===== config.mk =====
export PLATFORM = sky130hd
export DESIGN_NAME = month_calendar_layout_top
export DESIGN_NICKNAME = d
export VERILOG_FILES = /design/src/design/mcl_pkg.sv /design/src/design/month_calendar_layout_top.sv /design/src/design/mcl_div_unit.sv /design/src/design/mcl_day_emitter.sv
export SDC_FILE = /design/constraint.sdc
export NUM_CORES = 1
export LEC_CHECK = 0
export BUFFER_PORTS_ARGS = -buffer_cell sky130_fd_sc_hd__buf_2
export CORE_MARGIN = 5
export CORE_UTILIZATION = 45
export DETAILED_ROUTE_END_ITERATION = 7
export GPL_ROUTABILITY_DRIVEN = 0
export PLACE_DENSITY_LB_ADDON = 0.1
export SLEW_MARGIN = 10
export SYNTH_ARGS = -nofsm -noshare
export SYNTH_HDL_FRONTEND = slang
export SYNTH_SLANG_ARGS = --single-unit

===== constraint.sdc =====
create_clock -name aclk -period 16.33 [get_ports aclk]
set_input_delay 1.633 -clock aclk [delete_from_list [all_inputs] [get_ports aclk]]
set_output_delay 1.633 -clock aclk [all_outputs]
set_load 0.02 [all_outputs]

===== src/design/mcl_pkg.sv =====
// ----------------------------------------------------------------------------
// mcl_pkg: shared definitions for the month calendar layout block
// Types, constants and small tables used by the sequencer, the shared
// divide unit and the day emitter.
// ----------------------------------------------------------------------------
`default_nettype none

package mcl_pkg;

    // Field widths
    localparam int YEAR_W    = 14;
    localparam int MONTH_W   = 4;
    localparam int DAY_W     = 5;
    localparam int WEEKDAY_W = 3;

    // Shared divide unit: dividend width, remainder width
    localparam int DIV_W = 15;
    localparam int REM_W = 7;

    // Scaled reciprocals: the quotient is (x * RECIP) >> SHIFT. Both are exact
    // for every dividend below 43690, which covers the whole dividend width.
    localparam int                 RECIP_W             = 15;
    localparam logic [RECIP_W-1:0] RECIP_CENTURY       = RECIP_W'(5243);
    localparam int                 RECIP_SHIFT_CENTURY = 19;
    localparam logic [RECIP_W-1:0] RECIP_WEEK          = RECIP_W'(18725);
    localparam int                 RECIP_SHIFT_WEEK    = 17;

    // Quotient of a year by one hundred never exceeds eight bits
    localparam int CENT_W = 8;
    // Zeller month term fits in six bits
    localparam int MTERM_W = 6;

    localparam logic [DIV_W-1:0]   YEAR_OFFSET     = DIV_W'(400);
    localparam logic [REM_W-1:0]   DIVISOR_CENTURY = REM_W'(100);
    localparam logic [REM_W-1:0]   DIVISOR_WEEK    = REM_W'(7);

    localparam logic [MONTH_W-1:0] MONTH_JAN   = MONTH_W'(1);
    localparam logic [MONTH_W-1:0] MONTH_FEB   = MONTH_W'(2);
    localparam logic [MONTH_W-1:0] MONTH_MAR   = MONTH_W'(3);
    localparam logic [MONTH_W-1:0] MONTH_APR   = MONTH_W'(4);
    localparam logic [MONTH_W-1:0] MONTH_MAY   = MONTH_W'(5);
    localparam logic [MONTH_W-1:0] MONTH_JUN   = MONTH_W'(6);
    localparam logic [MONTH_W-1:0] MONTH_JUL   = MONTH_W'(7);
    localparam logic [MONTH_W-1:0] MONTH_AUG   = MONTH_W'(8);
    localparam logic [MONTH_W-1:0] MONTH_SEP   = MONTH_W'(9);
    localparam logic [MONTH_W-1:0] MONTH_OCT   = MONTH_W'(10);
    localparam logic [MONTH_W-1:0] MONTH_NOV   = MONTH_W'(11);
    localparam logic [MONTH_W-1:0] MONTH_DEC   = MONTH_W'(12);
    localparam logic [MONTH_W-1:0] MONTH_SHIFT = MONTH_W'(12);

    localparam logic [WEEKDAY_W-1:0] WD_SUNDAY   = WEEKDAY_W'(0);
    localparam logic [WEEKDAY_W-1:0] WD_SATURDAY = WEEKDAY_W'(6);

    localparam logic [DAY_W-1:0] DAYS_LONG  = DAY_W'(31);
    localparam logic [DAY_W-1:0] DAYS_SHORT = DAY_W'(30);
    localparam logic [DAY_W-1:0] DAYS_LEAP  = DAY_W'(29);
    localparam logic [DAY_W-1:0] DAYS_FEB   = DAY_W'(28);
    localparam logic [DAY_W-1:0] DAY_FIRST  = DAY_W'(1);

    typedef enum logic [2:0] {
        ST_IDLE,
        ST_DIV_YEAR,
        ST_SUM,
        ST_DIV_SUM,
        ST_EMIT
    } mcl_state_t;

    typedef enum logic {
        DIV_BY_CENTURY,
        DIV_BY_WEEK
    } div_sel_t;

    typedef struct packed {
        logic             start;
        div_sel_t         sel;
        logic [DIV_W-1:0] dividend;
    } div_req_t;

    typedef struct packed {
        logic             done;
        logic [DIV_W-1:0] quotient;
        logic [REM_W-1:0] remainder;
    } div_rsp_t;

    typedef struct packed {
        logic                 start;
        logic [DAY_W-1:0]     days;
        logic [WEEKDAY_W-1:0] first_wd;
        logic                 month_match;
        logic [DAY_W-1:0]     today_day;
    } emit_cmd_t;

    // Month term of Zeller's congruence, floor(13 * (m + 1) / 5)
    function automatic logic [MTERM_W-1:0] zeller_month_term(input logic [MONTH_W-1:0] m);
        logic [MTERM_W-1:0] t;
        case (m)
            4'd0:    t = 6'd2;
            4'd1:    t = 6'd5;
            4'd2:    t = 6'd7;
            4'd3:    t = 6'd10;
            4'd4:    t = 6'd13;
            4'd5:    t = 6'd15;
            4'd6:    t = 6'd18;
            4'd7:    t = 6'd20;
            4'd8:    t = 6'd23;
            4'd9:    t = 6'd26;
            4'd10:   t = 6'd28;
            4'd11:   t = 6'd31;
            4'd12:   t = 6'd33;
            4'd13:   t = 6'd36;
            4'd14:   t = 6'd39;
            default: t = 6'd41;
        endcase
        return t;
    endfunction

endpackage

`default_nettype wire


===== src/design/month_calendar_layout_top.sv =====
// ----------------------------------------------------------------------------
// month_calendar_layout_top: one month of calendar days per request
// Sequencer, shared constant divider and day emitter for a month view.
// ----------------------------------------------------------------------------
// A request carries a year, the month to show and today's month and day. The
// block answers with one transaction per day of the shown month, from the
// 1st, each with its weekday (0 is Sunday), a weekend flag, a today flag and
// a marker on the last day. The weekday of the 1st follows Zeller's
// congruence, with January and February treated as months 13 and 14 of the
// previous year, and the year offset by 400 so that early years stay
// positive. A single constant divider, which multiplies by a scaled
// reciprocal and then subtracts for the remainder, is used twice: once to
// split the offset year by one hundred, which also yields the leap year
// test, and once to reduce the congruence sum modulo seven. After the
// second division the days follow, one per cycle (28 to 31 of them) if the
// consumer keeps up; s_ready is high only between requests. The result
// channel ends in an output register, so the final day may still wait there
// while the next request is accepted. There is no configuration and no state
// kept from one request to the next.
// ----------------------------------------------------------------------------
`default_nettype none

module month_calendar_layout_top
    import mcl_pkg::*;
(
    input  wire logic                  aclk,
    input  wire logic                  aresetn,

    input  wire logic                  s_valid,
    output logic                       s_ready,
    input  wire logic [YEAR_W-1:0]     s_year,
    input  wire logic [MONTH_W-1:0]    s_shown_month,
    input  wire logic [MONTH_W-1:0]    s_today_month,
    input  wire logic [DAY_W-1:0]      s_today_day,

    output logic                       m_valid,
    input  wire logic                  m_ready,
    output logic [DAY_W-1:0]           m_day_of_month,
    output logic [WEEKDAY_W-1:0]       m_weekday,
    output logic                       m_is_weekend,
    output logic                       m_is_today,
    output logic                       m_last_day
);

    mcl_state_t state_reg, state_next;

    // Request held for the duration of the transaction
    logic [YEAR_W-1:0]  year_reg, year_next;
    logic [MONTH_W-1:0] month_reg, month_next;
    logic               match_reg, match_next;
    logic [DAY_W-1:0]   tday_reg, tday_next;
    logic [DAY_W-1:0]   days_reg, days_next;

    div_req_t  div_req;
    div_rsp_t  div_rsp;
    emit_cmd_t emit_cmd;
    logic      emit_done;
    logic      accept;

    // Congruence terms, formed while the divider is idle after the first pass
    logic [DIV_W-1:0]     year_off;
    logic                 early_month;
    logic [DIV_W-1:0]     zy;
    logic [CENT_W-1:0]    cent_q0;
    logic [REM_W-1:0]     cent_r0;
    logic [CENT_W-1:0]    cent_q;
    logic [MONTH_W-1:0]   zm;
    logic [DIV_W-1:0]     zsum;
    logic                 leap;
    logic [DAY_W-1:0]     month_days;
    logic [WEEKDAY_W-1:0] h_mod;
    logic [WEEKDAY_W-1:0] first_wd;

    assign accept = s_valid && s_ready;

    assign year_off    = {1'b0, year_reg} + YEAR_OFFSET;
    assign early_month = (month_reg == MONTH_JAN) || (month_reg == MONTH_FEB);
    assign zy          = year_off - DIV_W'(early_month);
    assign cent_q0     = div_rsp.quotient[CENT_W-1:0];
    assign cent_r0     = div_rsp.remainder;
    // Stepping back one year crosses a century boundary only when the offset
    // year is an exact multiple of one hundred.
    assign cent_q      = (early_month && (cent_r0 == '0)) ? cent_q0 - CENT_W'(1) : cent_q0;
    assign zm          = early_month ? month_reg + MONTH_SHIFT : month_reg;

    // The year divided by four and by four hundred are shifts of zy and of
    // its century count.
    assign zsum = DIV_W'(1)
                + DIV_W'(zeller_month_term(zm))
                + zy
                + {2'b00, zy[DIV_W-1:2]}
                - DIV_W'(cent_q)
                + DIV_W'(cent_q[CENT_W-1:2]);

    // The offset of 400 leaves the remainders by 4, 100 and 400 unchanged.
    assign leap = (year_reg[1:0] == 2'b00)
               && ((cent_r0 != '0) || (cent_q0[1:0] == 2'b00));

    always_comb begin
        case (month_reg)
            MONTH_JAN, MONTH_MAR, MONTH_MAY, MONTH_JUL,
            MONTH_AUG, MONTH_OCT, MONTH_DEC: begin
                month_days = DAYS_LONG;
            end
            MONTH_APR, MONTH_JUN, MONTH_SEP, MONTH_NOV: begin
                month_days = DAYS_SHORT;
            end
            MONTH_FEB: begin
                month_days = leap ? DAYS_LEAP : DAYS_FEB;
            end
            default: begin
                month_days = DAYS_SHORT;
            end
        endcase
    end

    // Zeller counts Saturday as zero; shift so that Sunday is zero.
    assign h_mod    = div_rsp.remainder[WEEKDAY_W-1:0];
    assign first_wd = (h_mod == '0) ? WD_SATURDAY : h_mod - WEEKDAY_W'(1);

    // Next state
    always_comb begin
        state_next = state_reg;
        case (state_reg)
            ST_IDLE: begin
                if (s_valid) state_next = ST_DIV_YEAR;
            end
            ST_DIV_YEAR: begin
                if (div_rsp.done) state_next = ST_SUM;
            end
            ST_SUM: begin
                state_next = ST_DIV_SUM;
            end
            ST_DIV_SUM: begin
                if (div_rsp.done) state_next = ST_EMIT;
            end
            ST_EMIT: begin
                if (emit_done) state_next = ST_IDLE;
            end
            default: begin
                state_next = ST_IDLE;
            end
        endcase
    end

    // Outputs of the sequencer
    always_comb begin
        s_ready              = 1'b0;
        div_req.start        = 1'b0;
        div_req.sel          = DIV_BY_CENTURY;
        div_req.dividend     = {1'b0, s_year} + YEAR_OFFSET;
        emit_cmd.start       = 1'b0;
        emit_cmd.days        = days_reg;
        emit_cmd.first_wd    = first_wd;
        emit_cmd.month_match = match_reg;
        emit_cmd.today_day   = tday_reg;
        case (state_reg)
            ST_IDLE: begin
                s_ready       = 1'b1;
                div_req.start = s_valid;
            end
            ST_SUM: begin
                div_req.start    = 1'b1;
                div_req.sel      = DIV_BY_WEEK;
                div_req.dividend = zsum;
            end
            ST_DIV_SUM: begin
                emit_cmd.start = div_rsp.done;
            end
            default: begin
                s_ready = 1'b0;
            end
        endcase
    end

    // Request and month length registers
    always_comb begin
        year_next  = year_reg;
        month_next = month_reg;
        match_next = match_reg;
        tday_next  = tday_reg;
        days_next  = days_reg;
        if (accept) begin
            year_next  = s_year;
            month_next = s_shown_month;
            match_next = (s_shown_month == s_today_month);
            tday_next  = s_today_day;
        end
        if (state_reg == ST_SUM) begin
            days_next = month_days;
        end
    end

    always_ff @(posedge aclk) begin
        if (!aresetn) begin
            state_reg <= ST_IDLE;
        end else begin
            state_reg <= state_next;
        end
        year_reg  <= year_next;
        month_reg <= month_next;
        match_reg <= match_next;
        tday_reg  <= tday_next;
        days_reg  <= days_next;
    end

    mcl_div_unit u_div (
        .aclk    (aclk),
        .aresetn (aresetn),
        .req     (div_req),
        .rsp     (div_rsp)
    );

    mcl_day_emitter u_emit (
        .aclk           (aclk),
        .aresetn        (aresetn),
        .cmd            (emit_cmd),
        .done           (emit_done),
        .m_valid        (m_valid),
        .m_ready        (m_ready),
        .m_day_of_month (m_day_of_month),
        .m_weekday      (m_weekday),
        .m_is_weekend   (m_is_weekend),
        .m_is_today     (m_is_today),
        .m_last_day     (m_last_day)
    );

    // Once a request is taken the block stays busy until its last day is loaded into the output register.
    a_busy_after_accept: assert property (
        @(posedge aclk) disable iff (!aresetn)
        accept |=> !s_ready
    ) else $error("s_ready high in the cycle after a request was accepted");

    // The divider only reports completion while the sequencer waits for it.
    a_div_done_expected: assert property (
        @(posedge aclk) disable iff (!aresetn)
        div_rsp.done |-> (state_reg == ST_DIV_YEAR) || (state_reg == ST_DIV_SUM)
    ) else $error("divider completed outside a divide state");

    // No month is shorter than 28 days.
    a_last_day_range: assert property (
        @(posedge aclk) disable iff (!aresetn)
        (m_valid && m_last_day) |-> (m_day_of_month >= DAYS_FEB)
    ) else $error("last day marker on a day before the 28th");

    // Day transactions of a month start only when the sequencer moves on to emit them.
    a_emit_start_idle: assert property (
        @(posedge aclk) disable iff (!aresetn)
        emit_cmd.start |=> (state_reg == ST_EMIT)
    ) else $error("day emitter started without the sequencer following");

    // A weekday code never exceeds Saturday.
    a_weekday_range: assert property (
        @(posedge aclk) disable iff (!aresetn)
        m_valid |-> (m_weekday <= WD_SATURDAY)
    ) else $error("weekday out of range");

endmodule

`default_nettype wire


===== src/design/mcl_div_unit.sv =====
// ----------------------------------------------------------------------------
// mcl_div_unit: shared divider by a selectable constant
// Holds the dividend, multiplies it by a scaled reciprocal for the quotient,
// then subtracts for the remainder. Used for the century split of the year
// and for the reduction modulo seven.
// ----------------------------------------------------------------------------
`default_nettype none

module mcl_div_unit
    import mcl_pkg::*;
(
    input  wire logic     aclk,
    input  wire logic     aresetn,
    input  wire div_req_t req,
    output div_rsp_t      rsp
);

    localparam int PROD_W = DIV_W + RECIP_W;

    logic             mul_pend_reg, mul_pend_next;
    logic             rem_pend_reg, rem_pend_next;
    logic             done_reg, done_next;
    div_sel_t         sel_reg, sel_next;
    logic [DIV_W-1:0] dvd_reg, dvd_next;
    logic [DIV_W-1:0] quo_reg, quo_next;
    logic [REM_W-1:0] rem_reg, rem_next;

    logic [REM_W-1:0]   divisor;
    logic [RECIP_W-1:0] recip;
    logic [PROD_W-1:0]  product;
    logic [DIV_W-1:0]   quo_est;
    logic [DIV_W-1:0]   quo_times_div;

    always_comb begin
        case (sel_reg)
            DIV_BY_CENTURY: begin
                divisor = DIVISOR_CENTURY;
                recip   = RECIP_CENTURY;
            end
            DIV_BY_WEEK: begin
                divisor = DIVISOR_WEEK;
                recip   = RECIP_WEEK;
            end
            default: begin
                divisor = DIVISOR_WEEK;
                recip   = RECIP_WEEK;
            end
        endcase
    end

    assign product = {{RECIP_W{1'b0}}, dvd_reg} * {{DIV_W{1'b0}}, recip};

    always_comb begin
        case (sel_reg)
            DIV_BY_CENTURY: quo_est = DIV_W'(product >> RECIP_SHIFT_CENTURY);
            DIV_BY_WEEK:    quo_est = DIV_W'(product >> RECIP_SHIFT_WEEK);
            default:        quo_est = DIV_W'(product >> RECIP_SHIFT_WEEK);
        endcase
    end

    assign quo_times_div = quo_reg * {{(DIV_W-REM_W){1'b0}}, divisor};

    always_comb begin
        mul_pend_next = 1'b0;
        rem_pend_next = 1'b0;
        done_next     = 1'b0;
        sel_next      = sel_reg;
        dvd_next      = dvd_reg;
        quo_next      = quo_reg;
        rem_next      = rem_reg;
        if (req.start) begin
            mul_pend_next = 1'b1;
            sel_next      = req.sel;
            dvd_next      = req.dividend;
        end
        if (mul_pend_reg) begin
            rem_pend_next = 1'b1;
            quo_next      = quo_est;
        end
        if (rem_pend_reg) begin
            done_next = 1'b1;
            rem_next  = REM_W'(dvd_reg - quo_times_div);
        end
    end

    always_ff @(posedge aclk) begin
        if (!aresetn) begin
            mul_pend_reg <= 1'b0;
            rem_pend_reg <= 1'b0;
            done_reg     <= 1'b0;
        end else begin
            mul_pend_reg <= mul_pend_next;
            rem_pend_reg <= rem_pend_next;
            done_reg     <= done_next;
        end
        sel_reg <= sel_next;
        dvd_reg <= dvd_next;
        quo_reg <= quo_next;
        rem_reg <= rem_next;
    end

    assign rsp.done      = done_reg;
    assign rsp.quotient  = quo_reg;
    assign rsp.remainder = rem_reg;

endmodule

`default_nettype wire


===== src/design/mcl_day_emitter.sv =====
// ----------------------------------------------------------------------------
// mcl_day_emitter: walks the days of the month into the output register
// Counts day and weekday together and presents one transaction per day.
// ----------------------------------------------------------------------------
`default_nettype none

module mcl_day_emitter
    import mcl_pkg::*;
(
    input  wire logic                  aclk,
    input  wire logic                  aresetn,
    input  wire emit_cmd_t             cmd,
    output logic                       done,
    output logic                       m_valid,
    input  wire logic                  m_ready,
    output logic [DAY_W-1:0]           m_day_of_month,
    output logic [WEEKDAY_W-1:0]       m_weekday,
    output logic                       m_is_weekend,
    output logic                       m_is_today,
    output logic                       m_last_day
);

    logic                 active_reg, active_next;
    logic [DAY_W-1:0]     day_reg, day_next;
    logic [WEEKDAY_W-1:0] wd_reg, wd_next;
    logic [DAY_W-1:0]     days_reg, days_next;
    logic                 match_reg, match_next;
    logic [DAY_W-1:0]     tday_reg, tday_next;

    logic                 out_valid_reg, out_valid_next;
    logic [DAY_W-1:0]     out_day_reg, out_day_next;
    logic [WEEKDAY_W-1:0] out_wd_reg, out_wd_next;
    logic                 out_weekend_reg, out_weekend_next;
    logic                 out_today_reg, out_today_next;
    logic                 out_last_reg, out_last_next;

    logic                 load_ok;
    logic                 step;
    logic                 is_last;

    assign load_ok = !out_valid_reg || m_ready;
    assign step    = active_reg && load_ok;
    assign is_last = (day_reg == days_reg);
    assign done    = step && is_last;

    always_comb begin
        active_next      = active_reg;
        day_next         = day_reg;
        wd_next          = wd_reg;
        days_next        = days_reg;
        match_next       = match_reg;
        tday_next        = tday_reg;
        out_valid_next   = out_valid_reg;
        out_day_next     = out_day_reg;
        out_wd_next      = out_wd_reg;
        out_weekend_next = out_weekend_reg;
        out_today_next   = out_today_reg;
        out_last_next    = out_last_reg;

        if (out_valid_reg && m_ready) begin
            out_valid_next = 1'b0;
        end

        if (cmd.start) begin
            active_next = 1'b1;
            day_next    = DAY_FIRST;
            wd_next     = cmd.first_wd;
            days_next   = cmd.days;
            match_next  = cmd.month_match;
            tday_next   = cmd.today_day;
        end else if (step) begin
            out_valid_next   = 1'b1;
            out_day_next     = day_reg;
            out_wd_next      = wd_reg;
            out_weekend_next = (wd_reg == WD_SUNDAY) || (wd_reg == WD_SATURDAY);
            out_today_next   = match_reg && (day_reg == tday_reg);
            out_last_next    = is_last;
            day_next         = day_reg + DAY_W'(1);
            wd_next          = (wd_reg == WD_SATURDAY) ? WD_SUNDAY : wd_reg + WEEKDAY_W'(1);
            if (is_last) begin
                active_next = 1'b0;
            end
        end
    end

    always_ff @(posedge aclk) begin
        if (!aresetn) begin
            active_reg    <= 1'b0;
            out_valid_reg <= 1'b0;
        end else begin
            active_reg    <= active_next;
            out_valid_reg <= out_valid_next;
        end
        day_reg         <= day_next;
        wd_reg          <= wd_next;
        days_reg        <= days_next;
        match_reg       <= match_next;
        tday_reg        <= tday_next;
        out_day_reg     <= out_day_next;
        out_wd_reg      <= out_wd_next;
        out_weekend_reg <= out_weekend_next;
        out_today_reg   <= out_today_next;
        out_last_reg    <= out_last_next;
    end

    assign m_valid        = out_valid_reg;
    assign m_day_of_month = out_day_reg;
    assign m_weekday      = out_wd_reg;
    assign m_is_weekend   = out_weekend_reg;
    assign m_is_today     = out_today_reg;
    assign m_last_day     = out_last_reg;

endmodule

`default_nettype wire

==> results of run 1 <==
path summary, 6_finish.rpt:
| path | depth (start not counted) | endpoint | slack [ns] |
|---|---|---|---|
| setup / recovery | 21 | u_div.quo_reg[4]$_DFFE_PP_ | 9.12 |
| hold / removal | 0 | u_emit.days_reg[1]$_DFFE_PP_ | 0.42 |
| hold reg to reg | 0 | u_emit.days_reg[1]$_DFFE_PP_ | 0.42 |
| setup reg to reg | 21 | u_div.quo_reg[4]$_DFFE_PP_ | 9.12 |
stage by stage:
stage                     std cells  area, sq um  hold slack (ns)  setup WS [ns]  util [%]
final                          1536        12340           0.4175          9.121     49.41
after global routing           1536        12340           0.4282          8.673     49.41
after CTS                      1536        12340           0.4222          9.086     49.41
after global placement         1520        12030           0.4015          9.205     48.21
after detailed placement       1520        12030           0.4062          9.106     48.21
after floorplan                1157        11430           0.4003          9.882         -
area by class of cell:
| class | count | area [sq um] |
|---|---|---|
| clock inverter | 6 | 72.57 |
| timing repair buffer | 46 | 237.7 |
| clock buffer | 10 | 229.0 |
| inverter | 255 | 957.2 |
| fill | 2389 | 12630 |
| sequential | 92 | 2633 |
| tap | 330 | 412.9 |
| multi-input combinational | 797 | 7794 |
cell usage in the layout, fill, tap and decap left out, types with 5 or more instances in the layout:
master	n
sky130_fd_sc_hd__a21o_1	9
sky130_fd_sc_hd__a21oi_1	52
sky130_fd_sc_hd__and2_1	14
sky130_fd_sc_hd__and3_1	5
sky130_fd_sc_hd__buf_2	43
sky130_fd_sc_hd__clkbuf_16	9
sky130_fd_sc_hd__conb_1	39
sky130_fd_sc_hd__dfxtp_1	13
sky130_fd_sc_hd__edfxtp_1	79
sky130_fd_sc_hd__fa_1	137
sky130_fd_sc_hd__ha_1	167
sky130_fd_sc_hd__inv_1	253
sky130_fd_sc_hd__nand2_1	82
sky130_fd_sc_hd__nand2b_1	10
sky130_fd_sc_hd__nand3_1	11
sky130_fd_sc_hd__nand4_1	7
sky130_fd_sc_hd__nor2_1	43
sky130_fd_sc_hd__nor2b_1	15
sky130_fd_sc_hd__nor3_1	12
sky130_fd_sc_hd__o21ai_0	32
sky130_fd_sc_hd__o21ai_1	5
sky130_fd_sc_hd__o21bai_1	7
sky130_fd_sc_hd__o22ai_1	5
sky130_fd_sc_hd__or3_1	5
sky130_fd_sc_hd__xnor2_1	47
sky130_fd_sc_hd__xor2_1	31
metal layers:
metal  track usage [%]  part of all wire (%)  routed length (um)
met2             29.14                    49               10760
met5                 0                     0                   0
met4             2.576                  0.65                 142
met3             2.043                   2.6                 578
met1             23.01                    48               10440
cell families (layout without fill, tap and decap cells):
kind of cell             count (synthesis)  count (layout)  share of synthesized area [%]
AO/OA/AOI/OAI                          146             146                          8.287
adder cells (fa/ha/maj)                304             304                          42.79
flip-flops                              92              92                          23.31
buffers and inverters                  268             317                          8.908
multiplexers                             7               7                         0.6537
XOR/XNOR                                81              81                          6.592
AND/OR/NAND/NOR                        220             220                          9.395
other                                    2              39                        0.06650
worst max-delay path, delay by kind of cell (launching register included):
| family | cells | cell delay [ns] |
|---|---|---|
| mux | 1 | 0.26 |
| compound gates | 4 | 0.90 |
| xor+xnor | 1 | 0.15 |
| buf+inv | 5 | 1.17 |
| simple gates | 3 | 0.79 |
| fa+ha+maj | 7 | 3.34 |
| flops | 1 | 0.32 |
==> run summary, run 1 <==
The core footprint is 24,960 sq um. For this design, the CTS-stage hold fixing added 0 buffers. CTS placed an instance of sky130_fd_sc_hd__clkbuf_16 at the clock tree root. The critical hold path startpoint is days_reg[1]$_DFFE_PP_.

Counting stages on the worst path, the most repeated cell is sky130_fd_sc_hd__fa_1. The initial cell density of the core came out at 45.24%. The minimum period implied by the final worst setup slack is 7.209 ns. The number of distinct library cells after synthesis came out at 66.

The fraction of final layout cells sized beyond drive strength 1 is 6.385%. The fraction of the cycle the final worst path needs is 44.14%. The vias after detailed routing is 7,347. Relative to the synthesized area, the layout overhead comes to 9.229%. The most instantiated flip-flop cell in the synthesis netlist is sky130_fd_sc_hd__edfxtp_1. In the routed design, unresolved DRC markers number 0.

The first-pass GRT wire length came out at 38,270 um. The number of instances in the synthesized netlist is 1,120. The all-layer global routing usage came out at 16.75%. By instance count, the leading cell after synthesis is sky130_fd_sc_hd__inv_1. The peak clock frequency supported by timing came out at 138.7 MHz. The number of detailed-route iterations in the first pass came out at 5.

The hold violation total from the final report came to 0. The number of buffers inserted by port buffering is 43. The biggest area contributor in the post-synthesis netlist is sky130_fd_sc_hd__fa_1. The setup TNS is 0 ns. The startpoint identified for the worst register-to-register timing path is u_div.sel_reg$_DFFE_PP_. 44 I/O pins were placed. The die height is 168.4 um. The number of global-route vias before repair is 7,627. The async set-reset flop share out of synthesis came out at 0%.

The total setup buffers inserted after CTS is 0. At the pin with the least slew margin, the transition time is 0.9271 ns. Traced cell by cell, the critical path runs through buf_4 > clkinv_1 > nand2_1 > fa_1 > fa_1 > fa_1 > inv_1 > fa_1 > fa_1 > inv_1 > fa_1 > inv_1 > ha_1 > and4_1 > a21oi_1 > and2_1 > a31oi_4 > a311oi_4 > o21bai_1 > xor2_1 > mux2_2. The max-slew headroom at the worst pin came out at 37.97%.

The number of storage elements in the synthesis netlist is 92. The startpoint class of the critical path is a register. The maximum number of pins on one net before global-route repair is 50. The number of antenna violations at the first check in global routing is 0. The critical path arrival came out at 7.30 ns. Setup repair after global routing left no endpoint under its margin. The flow ran to the end, and the final reports show no timing, DRC or antenna violations. The average cell area after synthesis is 10.08 sq um. Dividing the detail-routed wire length by the instance count gives 14.27 um. STA classifies the critical path endpoint as a register. The clock arrives with 0.007333 ns of skew.

In the synthesized netlist, the cells that appear most often are 253 x sky130_fd_sc_hd__inv_1, 167 x sky130_fd_sc_hd__ha_1, 137 x sky130_fd_sc_hd__fa_1. In this design, the stage delay of the slowest critical-path cell is 0.61 ns. The critical path starts at u_div.sel_reg$_DFFE_PP_. The count of antenna-violating nets left after detailed routing is 0. The share of Yosys cell area claimed by the top area cell type came out at 24.29%. The required time of the worst setup path is 16.42 ns. For this design, the slowest cell found on the critical path is sky130_fd_sc_hd__clkinv_1.

The critical path is of the reg -> reg type. The site row count came out at 58. The total number of H-tree levels came out at 3. Sorting the synthesized cells by area gives the leading types as sky130_fd_sc_hd__fa_1 24%, sky130_fd_sc_hd__edfxtp_1 21%, sky130_fd_sc_hd__ha_1 19%.

The clock-pin slew reported for the worst setup and hold paths after clock tree synthesis came out at 0.07 ns. The net count of the finished layout is 1,536. In this run the worst hold path is classified as reg -> reg. The final number of setup-violating endpoints came out at 0. The width of the die came out at 168.4 um. The repair_antennas step left the layout with diodes totalling 0. The floorplan die area is 28,370 sq um. Using the TritonRoute via totals, the vias-per-cell ratio works out to 4.783. Summed over all layers, the global routing overflow is 0.

The max-slew violation count came out at 0. The post-synthesis instance area came out at 11,290 sq um. The largest driver fanout on the critical path came out at 49.

The number of gates given a new drive strength after cts came out at 0. Summed over all nets, the half-perimeter wirelength after detailed placement is 18,980 um. Counting flops with a built-in enable in the synthesized netlist gives 79. The number of flip-flops under the largest register name came out at 15. The iteration-0 DRC count of the detailed router came out at 315. The maximum number of buffers from clock root to sink is 2. The clock reaches the later pin of the worst-skew pair after 0.35 ns. The synthesis warning total came out at 0. The TritonCTS sink count is 92. TritonCTS built the clock tree.

The tool flagged a number of max-cap violations equal to 0. The number of clock buffers added by TritonCTS is 9. The sum of routed wire length over all layers came out at 21,920 um. The proportion of synthesized chip area in sequential cells came out at 23.31%.
Power of run 1 is left out: the tool's default activity adds up to more than one toggle a clock period on the data nets, which glitch-free logic cannot reach.
==> run 2: changes to the inputs <==
Clock period 16.33 ns to 6.1 ns, I/O delays scaled along.
==> run summary, run 2 (synthesis results as in run 1) <==
Run status: finished, violations left (was completed). The checks that failed: negative setup slack. The initial cell density of the core came out at 45.24% (unchanged).

The site row count is 58 (unchanged). The path type of the worst setup path is reg -> reg (unchanged). The worst hold path class is reg -> reg (unchanged).

The number of antenna violations at the first check in global routing was 0 (unchanged). The final setup skew is 0.007695 ns (was 0.007333 ns). The minimum period implied by the final worst setup slack came out at 6.116 ns (was 7.209 ns). The vias after detailed routing is 7,717 (was 7,347). The instance area after placement is 12,490 sq um (was 12,030 sq um).

The max-capacitance violation count came to 0 (unchanged). The die height came out at 168.4 um (unchanged). The clock latency at the later pin of the worst-skew pair came out at 0.35 ns (about the same).

The max-slew violation count came out at 0 (unchanged). The floorplan die area was 28,370 sq um (unchanged). The slowest stage cell on the critical path was sky130_fd_sc_hd__fa_1 (was sky130_fd_sc_hd__clkinv_1). The fraction of the cycle the final worst path needs was 100.3% (was 44.14%). The number of antenna repair diodes came out at 0 (unchanged). The final number of setup-violating endpoints is 3 (was 0).

The width of the die came to 168.4 um (unchanged). The critical path arrival came to 6.22 ns (was 7.30 ns). The number of buffers inserted by port buffering is 43 (unchanged). The dominant delay contributor by cell family on the critical path is adder cells (unchanged). The TritonCTS sink count is 92 (unchanged). The required time of the worst setup path was 6.21 ns (was 16.42 ns). The maximum number of pins on one net before global-route repair came to 32 (was 50). The clock root buffer was sky130_fd_sc_hd__clkbuf_16 (unchanged).

The final net count came out at 1,597 (was 1,536). The sum of routed wire length over all layers was 23,090 um (was 21,920 um). The core footprint came out at 24,960 sq um (unchanged). The CTS tree was yes (unchanged). The count of antenna-violating nets left after detailed routing is 0 (unchanged). The detailed-placement wirelength estimate is 19,850 um (was 18,980 um). The layer with the highest usage was met2 (unchanged).

The overflow left after global routing is 0 (unchanged). The signed area change from the synthesized netlist to the final layout was 16.29% (was 9.229%). The critical path endpoint category was a register (unchanged). Critical path, cell by cell: buf_12 > buf_12 > a21oi_4 > inv_2 > ha_4 > inv_2 > fa_1 > inv_2 > fa_1 > fa_1 > fa_1 > inv_1 > fa_1 > inv_2 > ha_4 > and4_4 > o2111ai_2 > a31o_1 > a31oi_4 > buf_6 > o21a_1 > nor2_1 > xnor2_1 > mux2_2 (was buf_4 > clkinv_1 > nand2_1 > fa_1 > fa_1 > fa_1 > inv_1 > fa_1 > fa_1 > inv_1 > fa_1 > inv_1 > ha_1 > and4_1 > a21oi_1 > and2_1 > a31oi_4 > a311oi_4 > o21bai_1 > xor2_1 > mux2_2). The commonest non-fill, non-tap cell in the layout is sky130_fd_sc_hd__inv_1 (unchanged). The worst-margin pin slew was 0.9338 ns (was 0.9271 ns).

The number of global-route vias before repair came out at 8,175 (was 7,627). The total number of H-tree levels came out at 3 (unchanged). The first-pass GRT wire length was 39,760 um (was 38,270 um). The iteration-0 DRC count of the detailed router is 305 (was 315).

The maximum number of buffers from clock root to sink was 2 (unchanged). The peak clock frequency supported by timing is 163.5 MHz (was 138.7 MHz). Unrepaired setup endpoints after global routing: yes (was no). The largest driver fanout on the critical path is 9 (was 49). The biggest cell delay along the critical path is 0.55 ns (was 0.61 ns). The number of buffers created by CTS came out at 9 (unchanged). Most frequent cells in the layout: 238 x sky130_fd_sc_hd__inv_1, 156 x sky130_fd_sc_hd__ha_1, 132 x sky130_fd_sc_hd__fa_1 (was 253 x sky130_fd_sc_hd__inv_1, 167 x sky130_fd_sc_hd__ha_1, 137 x sky130_fd_sc_hd__fa_1).

The met1 track demand over resource came out at 23.25% (was 23.01%). The fraction of final layout cells sized beyond drive strength 1 came out at 15.63% (was 6.385%). The all-layer global routing usage is 17.37% (was 16.75%). The number of I/O pins is 44 (unchanged). The number of flip-flops under the largest register name came to 15 (unchanged). The met3 layer usage reported by global route is 2.324% (was 2.043%). The hold buffer count at cts came to 0 (unchanged). The cell area after layout came to 13,130 sq um (was 12,340 sq um). The max-slew headroom at the worst pin is 37.52% (was 37.97%).

The most prevalent standard cell on the critical path is sky130_fd_sc_hd__fa_1 (unchanged). The clock-pin slew reported for the worst setup and hold paths after clock tree synthesis is 0.07 ns (about the same). The buffers plus inverters on the worst setup path came to 8 (was 5).

The hold violation total from the final report came out at 0 (unchanged). The routed wire length per instance came out at 14.46 um (was 14.27 um). The number of detailed-route iterations in the first pass came out at 4 (was 5). The met2 capacity usage during global routing came out at 30.52% (was 29.14%). The startpoint class of the critical path is a register (unchanged).

The detail-routed via count per cell was 4.832 (was 4.783). The worst setup slack after layout is -0.01552 ns (was 9.121 ns). The count of unresolved DRC violations after routing was 0 (unchanged).
[run 2: cell count changes in the layout (fill, tap and decap cells not counted), moves of 9 or more]
| cell | delta |
|---|---|
| sky130_fd_sc_hd__inv_1 | -15 |
| sky130_fd_sc_hd__inv_2 | +15 |
| sky130_fd_sc_hd__ha_1 | -11 |
| sky130_fd_sc_hd__buf_4 | +56 |
| sky130_fd_sc_hd__a21oi_2 | +9 |
| sky130_fd_sc_hd__a21oi_1 | -10 |
[run 2: worst paths after layout]
check                                        startpoint                      endpoint  slack [ns]  cells past startpoint
worst min register to register    tday_reg[3]$_DFFE_PP_  u_emit.tday_reg[3]$_DFFE_PP_        0.42                      0
worst max register to register  u_div.sel_reg$_DFFE_PP_    u_div.quo_reg[2]$_DFFE_PP_       -0.02                     24
worst min-delay path              tday_reg[3]$_DFFE_PP_  u_emit.tday_reg[3]$_DFFE_PP_        0.42                      0
worst max-delay path            u_div.sel_reg$_DFFE_PP_    u_div.quo_reg[2]$_DFFE_PP_       -0.02                     24
[run 2: what timing repair did]
item,CTS,global route
resized for setup,4,64
pin swaps,4,53
setup buffers,1,8
cloned,0,1
setup endpoints to repair,6,11
[run 2: per-layer routing]
metal	part of all wire, %	vias up
li1	-	3870
met1	47	3753
met2	50	73
met3	2.6	21
met4	1.1	0
met5	0	-
[run 2: stage by stage]
step | setup slack (ns) | hold WS, ns | TNS, ns | std cells | utilization (%)
after global routing | -0.2487 | 0.4220 | -1.593 | 1597 | 52.61
after global placement | -0.009902 | 0.4009 | -0.01566 | 1571 | 50.02
after floorplan | 0.001220 | 0.4003 | 0 | 1157 | -
after CTS | 0.01672 | 0.4179 | 0 | 1588 | 51.26
final | -0.01552 | 0.4208 | -0.02938 | 1597 | 52.61
after detailed placement | -0.01762 | 0.4045 | -0.02032 | 1571 | 50.02
[run 2: cell type report]
| class | count | area [sq um] |
|---|---|---|
| multi-input cells | 797 | 8089 |
| clock inverters | 7 | 57.56 |
| flip-flops and latches | 92 | 2633 |
| clock buffers | 9 | 225.2 |
| well taps | 330 | 412.9 |
| fillers | 2402 | 11830 |
| inverters | 255 | 969.7 |
| repair buffers | 107 | 745.7 |
Power of run 2 is left out for the same reason.
